===== config.mk =====
export PLATFORM = sky130hd
export DESIGN_NAME = dual_button_press_classifier_unit_flat
export DESIGN_NICKNAME = d
export VERILOG_FILES = /design/src/rtl/core/dbpc_pkg.sv /design/src/rtl/core/dbpc_if.sv /design/src/rtl/core/dbpc_cfg.sv /design/src/rtl/core/dbpc_lane.sv /design/src/rtl/core/dbpc_merge.sv /design/src/rtl/core/dual_button_press_classifier_unit.sv /design/src/flat_wrapper.sv
export SDC_FILE = /design/constraint.sdc
export NUM_CORES = 1
export LEC_CHECK = 0
export BUFFER_PORTS_ARGS = -buffer_cell sky130_fd_sc_hd__buf_4
export CAP_MARGIN = 20
export CORE_ASPECT_RATIO = 0.6
export CORE_UTILIZATION = 54
export DETAILED_ROUTE_END_ITERATION = 10
export GPL_ROUTABILITY_DRIVEN = 0
export HOLD_SLACK_MARGIN = 0.06
export PLACE_DENSITY = 0.87
export RECOVER_POWER = 100
export SLEW_MARGIN = 30
export SYNTH_ARGS = -nofsm -noshare
export SYNTH_HDL_FRONTEND = slang
export SYNTH_SLANG_ARGS = --single-unit

===== constraint.sdc =====
create_clock -name clk -period 4.6 [get_ports clk]
set_input_delay 0.23 -clock clk [delete_from_list [all_inputs] [get_ports clk]]
set_output_delay 0.23 -clock clk [all_outputs]
set_load 0.01 [all_outputs]

===== src/rtl/core/dbpc_pkg.sv =====
`timescale 1ns / 1ps
// shared types and constants for the dual button press classifier
// no dependencies; every other file of the block depends on this package
package dbpc_pkg;

  localparam int COUNT_WIDTH = 16;
  localparam int CFG_WIDTH   = 16;
  localparam int HOLD_OUT_W  = 16;
  // width that holds both a counter and a threshold for compares
  localparam int CMP_W = (COUNT_WIDTH > CFG_WIDTH) ? COUNT_WIDTH : CFG_WIDTH;
  localparam int ADDR_W = 4;

  typedef logic [COUNT_WIDTH-1:0] cnt_t;
  typedef logic [CFG_WIDTH-1:0]   cfgv_t;
  typedef logic [CMP_W-1:0]       cmp_t;

  typedef enum logic [1:0] {
    EV_NONE  = 2'd0,
    EV_SHORT = 2'd1,
    EV_LONG  = 2'd2
  } ev_t;

  typedef enum logic [1:0] {
    REG_DEBOUNCE   = 2'd0,
    REG_LONG_LEFT  = 2'd1,
    REG_LONG_RIGHT = 2'd2,
    REG_UNUSED     = 2'd3
  } reg_idx_t;

  localparam cfgv_t DEBOUNCE_RST   = CFG_WIDTH'(3);
  localparam cfgv_t LONG_LEFT_RST  = CFG_WIDTH'(300);
  localparam cfgv_t LONG_RIGHT_RST = CFG_WIDTH'(100);

  typedef struct packed {
    cfgv_t debounce;
    cfgv_t long_left;
    cfgv_t long_right;
  } cfg_t;

  // what one lane found for the current tick
  typedef struct packed {
    ev_t  ev;
    logic down;
    cnt_t hold;
  } lane_res_t;

endpackage


===== src/rtl/core/dbpc_if.sv =====
`timescale 1ns / 1ps
// valid/ready channel interfaces for the tick input and the result output
// depends on dbpc_pkg for the event type and the hold width
interface dbpc_in_if;
  logic valid;
  logic ready;
  logic left_pressed;
  logic right_pressed;

  modport source (output valid, left_pressed, right_pressed, input ready);
  modport sink   (input valid, left_pressed, right_pressed, output ready);
endinterface

interface dbpc_out_if;
  logic                            valid;
  logic                            ready;
  dbpc_pkg::ev_t                   left_event;
  logic                            kill_request;
  dbpc_pkg::ev_t                   right_event;
  logic [dbpc_pkg::HOLD_OUT_W-1:0] left_hold_ticks;
  logic                            left_down;
  logic                            right_down;

  modport source (output valid, left_event, kill_request, right_event, left_hold_ticks,
                  left_down, right_down, input ready);
  modport sink   (input valid, left_event, kill_request, right_event, left_hold_ticks,
                  left_down, right_down, output ready);
endinterface


===== src/rtl/core/dbpc_cfg.sv =====
`timescale 1ns / 1ps
// apb-style register file for debounce and long-press thresholds
// depends on dbpc_pkg
module dbpc_cfg (
  input  logic                          clk,
  input  logic                          rst_n,
  input  logic                          psel,
  input  logic                          penable,
  input  logic                          pwrite,
  input  logic [dbpc_pkg::ADDR_W-1:0]   paddr,
  input  logic [31:0]                   pwdata,
  output logic [31:0]                   prdata,
  output logic                          pready,
  output dbpc_pkg::cfg_t                cfg
);
  import dbpc_pkg::*;

  cfg_t     cfg_r;
  reg_idx_t idx;
  logic     wr;

  assign pready = 1'b1;
  assign idx    = reg_idx_t'(paddr[3:2]);
  assign wr     = psel && penable && pwrite;

  always_ff @(posedge clk) begin
    if (!rst_n) begin
      cfg_r.debounce   <= DEBOUNCE_RST;
      cfg_r.long_left  <= LONG_LEFT_RST;
      cfg_r.long_right <= LONG_RIGHT_RST;
    end else if (wr) begin
      case (idx)
        REG_DEBOUNCE:   cfg_r.debounce   <= pwdata[CFG_WIDTH-1:0];
        REG_LONG_LEFT:  cfg_r.long_left  <= pwdata[CFG_WIDTH-1:0];
        REG_LONG_RIGHT: cfg_r.long_right <= pwdata[CFG_WIDTH-1:0];
        default: ;
      endcase
    end
  end

  always_comb begin
    case (idx)
      REG_DEBOUNCE:   prdata = 32'(cfg_r.debounce);
      REG_LONG_LEFT:  prdata = 32'(cfg_r.long_left);
      REG_LONG_RIGHT: prdata = 32'(cfg_r.long_right);
      default:        prdata = 32'd0;
    endcase
  end

  assign cfg = cfg_r;

endmodule


===== src/rtl/core/dbpc_lane.sv =====
`timescale 1ns / 1ps
// one button lane: debounce, hold counter, short/long classification
// depends on dbpc_pkg
module dbpc_lane (
  input  logic                  clk,
  input  logic                  rst_n,
  input  logic                  accept,
  input  logic                  sample,
  input  dbpc_pkg::cfgv_t       debounce,
  input  dbpc_pkg::cfgv_t       long_ticks,
  output dbpc_pkg::lane_res_t   res
);
  import dbpc_pkg::*;

  localparam cnt_t CNT_MAX = {COUNT_WIDTH{1'b1}};

  logic raw_r, raw_nxt;
  logic state_r, state_nxt;
  logic latched_r, latched_nxt;
  cnt_t stable_r, stable_nxt;
  cnt_t hold_r, hold_nxt;
  ev_t  ev_nxt;

  always_comb begin
    logic released;
    cnt_t stable_inc;
    released    = 1'b0;
    raw_nxt     = raw_r;
    state_nxt   = state_r;
    latched_nxt = latched_r;
    stable_nxt  = stable_r;
    hold_nxt    = hold_r;
    ev_nxt      = EV_NONE;
    stable_inc  = (stable_r == CNT_MAX) ? stable_r : stable_r + 1'b1;

    if (state_r && hold_r != CNT_MAX) hold_nxt = hold_r + 1'b1;

    if (sample != raw_r) begin
      raw_nxt    = sample;
      stable_nxt = '0;
    end else begin
      stable_nxt = stable_inc;
      if (sample != state_r && cmp_t'(stable_inc) >= cmp_t'(debounce)) begin
        state_nxt = sample;
        hold_nxt  = '0;
        if (sample) latched_nxt = 1'b0;
        else        released    = 1'b1;
      end
    end

    if (released && !latched_nxt) begin
      ev_nxt = EV_SHORT;
    end else if (state_nxt && !latched_nxt && cmp_t'(hold_nxt) >= cmp_t'(long_ticks)) begin
      ev_nxt      = EV_LONG;
      latched_nxt = 1'b1;
    end
  end

  always_ff @(posedge clk) begin
    if (!rst_n) begin
      raw_r     <= 1'b0;
      state_r   <= 1'b0;
      latched_r <= 1'b0;
      stable_r  <= '0;
      hold_r    <= '0;
    end else if (accept) begin
      raw_r     <= raw_nxt;
      state_r   <= state_nxt;
      latched_r <= latched_nxt;
      stable_r  <= stable_nxt;
      hold_r    <= hold_nxt;
    end
  end

  assign res.ev   = ev_nxt;
  assign res.down = state_nxt;
  assign res.hold = hold_nxt;

  a_long_latches: assert property (@(posedge clk) disable iff (!rst_n)
    accept && ev_nxt == EV_LONG |=> latched_r && state_r)
    else $error("long event without latch");

  a_short_releases: assert property (@(posedge clk) disable iff (!rst_n)
    accept && ev_nxt == EV_SHORT |=> !state_r && hold_r == '0)
    else $error("short event without release");

endmodule


===== src/rtl/core/dbpc_merge.sv =====
`timescale 1ns / 1ps
// merges both lane results into one result beat held in an output register
// depends on dbpc_pkg
module dbpc_merge (
  input  logic                   clk,
  input  logic                   rst_n,
  input  logic                   accept,
  input  dbpc_pkg::lane_res_t    left_res,
  input  dbpc_pkg::lane_res_t    right_res,
  input  logic                   out_ready,
  output logic                   out_valid,
  output logic                   room,
  output dbpc_pkg::ev_t          left_event,
  output logic                   kill_request,
  output dbpc_pkg::ev_t          right_event,
  output logic [dbpc_pkg::HOLD_OUT_W-1:0] left_hold_ticks,
  output logic                   left_down,
  output logic                   right_down
);
  import dbpc_pkg::*;

  localparam cmp_t HOLD_TOP = cmp_t'({HOLD_OUT_W{1'b1}});

  logic valid_r, valid_nxt;
  ev_t  lev_r, rev_r;
  logic kill_r, ldown_r, rdown_r;
  logic [HOLD_OUT_W-1:0] hold_r, hold_nxt;

  always_comb begin
    cmp_t h;
    h = left_res.down ? cmp_t'(left_res.hold) : '0;
    // hold clamps to the output width when the counter is wider
    hold_nxt = (h > HOLD_TOP) ? HOLD_TOP[HOLD_OUT_W-1:0] : h[HOLD_OUT_W-1:0];
  end

  assign room      = !valid_r || out_ready;
  assign valid_nxt = accept ? 1'b1 : (out_ready ? 1'b0 : valid_r);

  always_ff @(posedge clk) begin
    if (!rst_n) begin
      valid_r <= 1'b0;
    end else begin
      valid_r <= valid_nxt;
    end
  end

  always_ff @(posedge clk) begin
    if (accept) begin
      lev_r   <= left_res.ev;
      rev_r   <= right_res.ev;
      kill_r  <= (left_res.ev == EV_LONG);
      hold_r  <= hold_nxt;
      ldown_r <= left_res.down;
      rdown_r <= right_res.down;
    end
  end

  assign out_valid       = valid_r;
  assign left_event      = lev_r;
  assign kill_request    = kill_r;
  assign right_event     = rev_r;
  assign left_hold_ticks = hold_r;
  assign left_down       = ldown_r;
  assign right_down      = rdown_r;

  a_kill_is_long: assert property (@(posedge clk) disable iff (!rst_n)
    valid_r |-> (kill_r == (lev_r == EV_LONG)))
    else $error("kill request out of step with left event");

  a_hold_needs_down: assert property (@(posedge clk) disable iff (!rst_n)
    valid_r && hold_r != '0 |-> ldown_r)
    else $error("left hold reported while released");

endmodule


===== src/rtl/core/dual_button_press_classifier_unit.sv =====
`timescale 1ns / 1ps
// top level of the dual button press classifier: two button lanes, merge, registers
// depends on dbpc_pkg, dbpc_if, dbpc_cfg, dbpc_lane, dbpc_merge
//
//   channel   dir   handshake        beat contents
//   in_ch     in    valid/ready      left_pressed, right_pressed (one poll tick)
//   out_ch    out   valid/ready      left/right event, kill, left hold, both levels
//   psel..    in    apb, pready=1    debounce 0x0, long left 0x4, long right 0x8
//
// one tick per clock unless out_ch stalls: each lane updates its state at the edge
// the beat is taken, and the result is registered at that same edge and offered
// from the next cycle. a new tick is taken while a result waits, as long as the
// register drains that cycle. rst_n is synchronous, active low; it clears lane
// state and out valid and restores the reset thresholds.
module dual_button_press_classifier_unit (
  input  logic                        clk,
  input  logic                        rst_n,
  dbpc_in_if.sink                     in_ch,
  dbpc_out_if.source                  out_ch,
  input  logic                        psel,
  input  logic                        penable,
  input  logic                        pwrite,
  input  logic [dbpc_pkg::ADDR_W-1:0] paddr,
  input  logic [31:0]                 pwdata,
  output logic [31:0]                 prdata,
  output logic                        pready
);
  import dbpc_pkg::*;

  cfg_t      cfg;
  lane_res_t left_res, right_res;
  logic      accept, room;

  assign in_ch.ready = room;
  assign accept      = in_ch.valid && room;

  dbpc_cfg u_cfg (
    .clk     (clk),
    .rst_n   (rst_n),
    .psel    (psel),
    .penable (penable),
    .pwrite  (pwrite),
    .paddr   (paddr),
    .pwdata  (pwdata),
    .prdata  (prdata),
    .pready  (pready),
    .cfg     (cfg)
  );

  dbpc_lane u_left (
    .clk        (clk),
    .rst_n      (rst_n),
    .accept     (accept),
    .sample     (in_ch.left_pressed),
    .debounce   (cfg.debounce),
    .long_ticks (cfg.long_left),
    .res        (left_res)
  );

  dbpc_lane u_right (
    .clk        (clk),
    .rst_n      (rst_n),
    .accept     (accept),
    .sample     (in_ch.right_pressed),
    .debounce   (cfg.debounce),
    .long_ticks (cfg.long_right),
    .res        (right_res)
  );

  dbpc_merge u_merge (
    .clk             (clk),
    .rst_n           (rst_n),
    .accept          (accept),
    .left_res        (left_res),
    .right_res       (right_res),
    .out_ready       (out_ch.ready),
    .out_valid       (out_ch.valid),
    .room            (room),
    .left_event      (out_ch.left_event),
    .kill_request    (out_ch.kill_request),
    .right_event     (out_ch.right_event),
    .left_hold_ticks (out_ch.left_hold_ticks),
    .left_down       (out_ch.left_down),
    .right_down      (out_ch.right_down)
  );

endmodule

===== src/flat_wrapper.sv =====
// flat-port wrapper written by rule: the top's interface ports become plain ports
module dual_button_press_classifier_unit_flat import dbpc_pkg::*;
  (clk, rst_n, psel, penable, pwrite, paddr, pwdata, prdata, pready, in_ch_valid, in_ch_left_pressed, in_ch_right_pressed, in_ch_ready, out_ch_valid, out_ch_left_event, out_ch_kill_request, out_ch_right_event, out_ch_left_hold_ticks, out_ch_left_down, out_ch_right_down, out_ch_ready);
  dbpc_in_if in_ch_i ();
  dbpc_out_if out_ch_i ();
  input  logic clk;
  input  logic rst_n;
  input  logic psel;
  input  logic penable;
  input  logic pwrite;
  input  logic [dbpc_pkg::ADDR_W-1:0] paddr;
  input  logic [31:0] pwdata;
  output logic [31:0] prdata;
  output logic pready;
  input wire logic [$bits(in_ch_i.valid)-1:0] in_ch_valid;
  input wire logic [$bits(in_ch_i.left_pressed)-1:0] in_ch_left_pressed;
  input wire logic [$bits(in_ch_i.right_pressed)-1:0] in_ch_right_pressed;
  output wire logic [$bits(in_ch_i.ready)-1:0] in_ch_ready;
  output wire logic [$bits(out_ch_i.valid)-1:0] out_ch_valid;
  output wire logic [$bits(out_ch_i.left_event)-1:0] out_ch_left_event;
  output wire logic [$bits(out_ch_i.kill_request)-1:0] out_ch_kill_request;
  output wire logic [$bits(out_ch_i.right_event)-1:0] out_ch_right_event;
  output wire logic [$bits(out_ch_i.left_hold_ticks)-1:0] out_ch_left_hold_ticks;
  output wire logic [$bits(out_ch_i.left_down)-1:0] out_ch_left_down;
  output wire logic [$bits(out_ch_i.right_down)-1:0] out_ch_right_down;
  input wire logic [$bits(out_ch_i.ready)-1:0] out_ch_ready;
  assign in_ch_i.valid = in_ch_valid;
  assign in_ch_i.left_pressed = in_ch_left_pressed;
  assign in_ch_i.right_pressed = in_ch_right_pressed;
  assign in_ch_ready = in_ch_i.ready;
  assign out_ch_valid = out_ch_i.valid;
  assign out_ch_left_event = out_ch_i.left_event;
  assign out_ch_kill_request = out_ch_i.kill_request;
  assign out_ch_right_event = out_ch_i.right_event;
  assign out_ch_left_hold_ticks = out_ch_i.left_hold_ticks;
  assign out_ch_left_down = out_ch_i.left_down;
  assign out_ch_right_down = out_ch_i.right_down;
  assign out_ch_i.ready = out_ch_ready;
  dual_button_press_classifier_unit u_core (.clk(clk), .rst_n(rst_n), .in_ch(in_ch_i), .out_ch(out_ch_i), .psel(psel), .penable(penable), .pwrite(pwrite), .paddr(paddr), .pwdata(pwdata), .prdata(prdata), .pready(pready));
endmodule

==> qor.yml <==
layout:
  diodes: 0
  nets: 1409
  final_util: 0.6608
  fin_cells: 1542
  area_growth_pct: 19.89
  fin_area_um2: 11320
  layout-drive-gt1-share: 0.1659
  nFillCells: 1377
min_path:
  holdPathEnd: "u_core.u_cfg.cfg[7]"
  min_path_cells: 3
  min_from: "pwdata[7]"
  holdCritPathClass: "input pin to register"
placed_design:
  pre_cts_slack_ns: -0.1299
  dpl_cell_area_um2: 10450
  place_hpwl_um: 20410
  place_inst: 1500
  io_buffers: 67
outcome:
  violations: "capacitance limit, slew limit, setup timing"
  run_status: "finished, violations left"
grt:
  grt_max_degree: 69
  globalRoute.totalOverflow: 0
  grt_pass1_vias: 8829
  track_usage: 0.3164
  antenna_found_initial: 0
  grt_first_pass_wirelength_um: 45660
critical_path:
  crit_arrival_ns: 4.89
  r2r_end: "u_core.u_right.latched_r"
  cp_max_fo: 7
  crit_type: "register to register"
  cp.required_ns: 4.88
  cp.buffers_inverters: 1
  crit_slowest_cell: "a311oi_4"
  cp_top_family: "compound AO/OA/AOI/OAI gates"
  worstRegToRegCells: 18
  cp_cell_sequence: "and3_1, nand4_1, a311oi_4, xor2_2, ha_1, nand4_1, a21oi_2, or3_4, a221oi_4, nor2_4, buf_8, a21oi_2, ha_1, a211oi_2, o21ai_1, a221o_1, a211oi_2, o32ai_2"
  endpoint_kind: "register"
  slowest_delay_ns: 0.42
  reg2reg_slack_ns: -0.01
  r2r_start: "u_core.u_right.stable_r[5]"
  cp-start-kind: "register"
clock_network:
  cts-buffers-inserted: 17
  clock_path_buffers: 2
  htree_levels: 4
  cts_tree: "built"
  clkTransAtPathRegs_ns: 0.07
  clk_latency_ns: 0.43
  clkSinkCount: 141
  root_buffer: "clkbuf_16"
detailed_routing:
  via_count: 9820
  drt_iter0_drc: 1445
  avgViaCountPerCell: 6.368
  drt-total-wl_um: 29990
  post_drt_wl_per_cell_um: 19.45
  drc: 0
  drtPass1Iterations: 7
  ant_nets: 0
synthesis:
  ys_warn_count: 0
  syn_area_um2: 9442
  yosys_most_used_dff: "dfxtp_1"
  synth-seq-cells: 141
  synthArstFlopShare: 0
  yosysSeqAreaShare: 0.3223
  syn_inst: 1204
  synth_edf_count: 22
  ys_types: 77
  avgSynthCellArea_um2: 7.842
sta:
  tns_ns: -0.01140
  clock_skew_ns: 0.01284
  setup_viol: 1
  worst_slew_pin_slew_ns: 2.319
  setup_slack_ns: -0.01140
  drv_slew: 109
  hold_viol: 0
  rsz0062_at_grt: "yes"
  fin_crit_sh: 1.002
  whs_ns: 0.07084
  min_period_ns: 4.611
  maxSlewHeadroom: -0.5493
  max_freq_mhz: 216.9
pwr:
  power.total_mw: 3.020
  p_seq_frac: 0.425
  clkPwrFrac: 0.480
  vdd_drop_max_uv: 168.8
  switchingPower_uw: 766.0
  pwr-share-comb: 0.095
  p_int_mw: 2.254
  sw_frac_of_total: 0.2537
  p_leak_nw: 4.491
  power.density_nw_per_um2: 266.8
floorplanning:
  dieArea_um2: 18030
  fp.dieH_um: 104.4
  die_x_um: 172.7
  start_util: 0.5512
  io_pins: 103
  core-area_um2: 17130
  row_count: 37
flow_run:
  drv_cap: 4
==> worst reg2reg max path: stages, from the launching register on <==
cell and delay, ns:
dfxtp_1 0.40, and3_1 0.21, nand4_1 0.20, a311oi_4 0.42
xor2_2 0.24, ha_1 0.28, nand4_1 0.12, a21oi_2 0.05
or3_4 0.40, a221oi_4 0.38, nor2_4 0.14, buf_8 0.17
a21oi_2 0.12, ha_1 0.25, a211oi_2 0.21, o21ai_1 0.08
a221o_1 0.41, a211oi_2 0.29, o32ai_2 0.11
==> power by group through the flow <==
stage / logic, mW / registers [mW] / clock network [mW]
global route: 0.304 / 1.28 / 1.50
detailed placement: 0.276 / 1.31 / 0
CTS: 0.284 / 1.28 / 1.45
global placement: 0.268 / 1.31 / 0
floorplan: 0.166 / 1.31 / 0
finish: 0.287 / 1.28 / 1.45
==> cells in the mapped netlist (4+ instances only) <==
master | count | area share
nand2b_1 | 8 | 0.0053
buf_1 | 4 | 0.0016
xor2_1 | 28 | 0.026
and3_1 | 21 | 0.014
and4_1 | 8 | 0.0074
a22o_1 | 7 | 0.0065
inv_1 | 62 | 0.025
mux2i_1 | 16 | 0.017
o311ai_0 | 5 | 0.0046
nor2_1 | 70 | 0.028
edfxtp_1 | 22 | 0.070
xnor2_1 | 26 | 0.024
a31oi_1 | 12 | 0.0080
or4_1 | 4 | 0.0032
clkbuf_1 | 58 | 0.023
nor4_1 | 19 | 0.013
dfxtp_1 | 119 | 0.25
o21ai_0 | 70 | 0.037
a21oi_1 | 88 | 0.047
nor4b_1 | 7 | 0.0065
or3_1 | 4 | 0.0026
or2_2 | 5 | 0.0033
buf_2 | 9 | 0.0048
nand3_1 | 52 | 0.028
o31ai_1 | 12 | 0.0095
a211oi_1 | 9 | 0.0072
nand4_1 | 22 | 0.015
and2_1 | 7 | 0.0046
ha_1 | 68 | 0.090
o21a_1 | 7 | 0.0056
nor3_1 | 34 | 0.018
a21o_1 | 12 | 0.0095
o211ai_1 | 25 | 0.020
buf_4 | 19 | 0.015
nand2_1 | 186 | 0.074
o2111ai_1 | 8 | 0.0074
mux2_2 | 4 | 0.0048
o22ai_1 | 17 | 0.011
==> layout make-up <==
class | count | area (µm²) | area share
sequential | 141 | 3047 | 0.2691
tap | 234 | 292.8 | 0.02586
timing repair buffer | 150 | 985.9 | 0.08710
clock inverter | 11 | 140.1 | 0.01238
clock buffer | 20 | 467.9 | 0.04134
inverter | 62 | 232.7 | 0.02056
multi-input combinational | 924 | 6153 | 0.5436
==> logic make-up (layout without fill, tap and decap cells) <==
kind of cell    Yosys count  in the layout  synth area share
fa+ha+maj                68             68           0.09011
flops                   141            141            0.3223
compound gates          302            302            0.2043
mux                      20             20           0.02173
xor+xnor                 54             54           0.05009
buf+inv                 154            243           0.07090
simple gates            463            463            0.2397
other cells               2             17         0.0007954
==> state kept, by name, indices dropped and copies added (netlist names), 2 cells and up <==
| signal | cells |
|---|---|
| u_core.u_left.hold_r | 16 |
| u_core.u_left.stable_r | 16 |
| u_core.u_right.stable_r | 16 |
| u_core.u_right.hold_r | 16 |
| u_core.u_merge.left_event | 2 |
| u_core.u_cfg.cfg | 48 |
| u_core.u_merge.left_hold_ticks | 16 |
| u_core.u_merge.right_event | 2 |
==> worst max path at each step <==
stage / start / end / cells past startpoint
6_report: u_core.u_right.stable_r[5] / u_core.u_right.latched_r / 18
5_1_grt: u_core.u_left.stable_r[6] / u_core.u_merge.left_event[1] / 20
4_1_cts: u_core.u_right.stable_r[0] / u_core.u_right.latched_r / 19
3_5_place_dp: u_core.u_left.stable_r[0] / u_core.u_merge.left_event[1] / 21
3_3_place_gp: u_core.u_right.stable_r[1] / u_core.u_right.latched_r / 20
2_1_floorplan: u_core.u_right.stable_r[1] / u_core.u_right.latched_r / 22
==> layout by cell type, fill, tap and decap left out, drive strengths merged, types with 8 or more instances in the layout <==
cell type,n
nand2,186
dfxtp,119
buf,103
a21oi,89
o21ai,71
nor2,71
ha,68
clkbuf,67
inv,63
nand3,54
nor3,34
xor2,28
xnor2,26
o211ai,26
nand4,23
edfxtp,22
and3,22
nor4,21
o22ai,17
conb,17
mux2i,16
a21o,12
a31oi,12
o31ai,12
a211oi,11
and4,9
o2111ai,8
nand2b,8
nor4b,8
==> metal layers <==
| layer | vias up | global-route usage | share of wire |
|---|---|---|---|
| li1 | 4483 | - | - |
| met1 | 4582 | 0.4597 | 0.42 |
| met2 | 669 | 0.4712 | 0.43 |
| met3 | 86 | 0.06798 | 0.13 |
| met4 | 0 | 0.08217 | 0.021 |
| met5 | - | 0 | 0 |
==> what timing repair did <==
action	CTS	global route
setup buffers	2	8
pin swaps	12	38
hold buffers	0	0
cloned	0	1
gates resized for setup	22	61
setup endpoints to repair	3	4
Note: power is estimated with default switching activity, not from simulation.
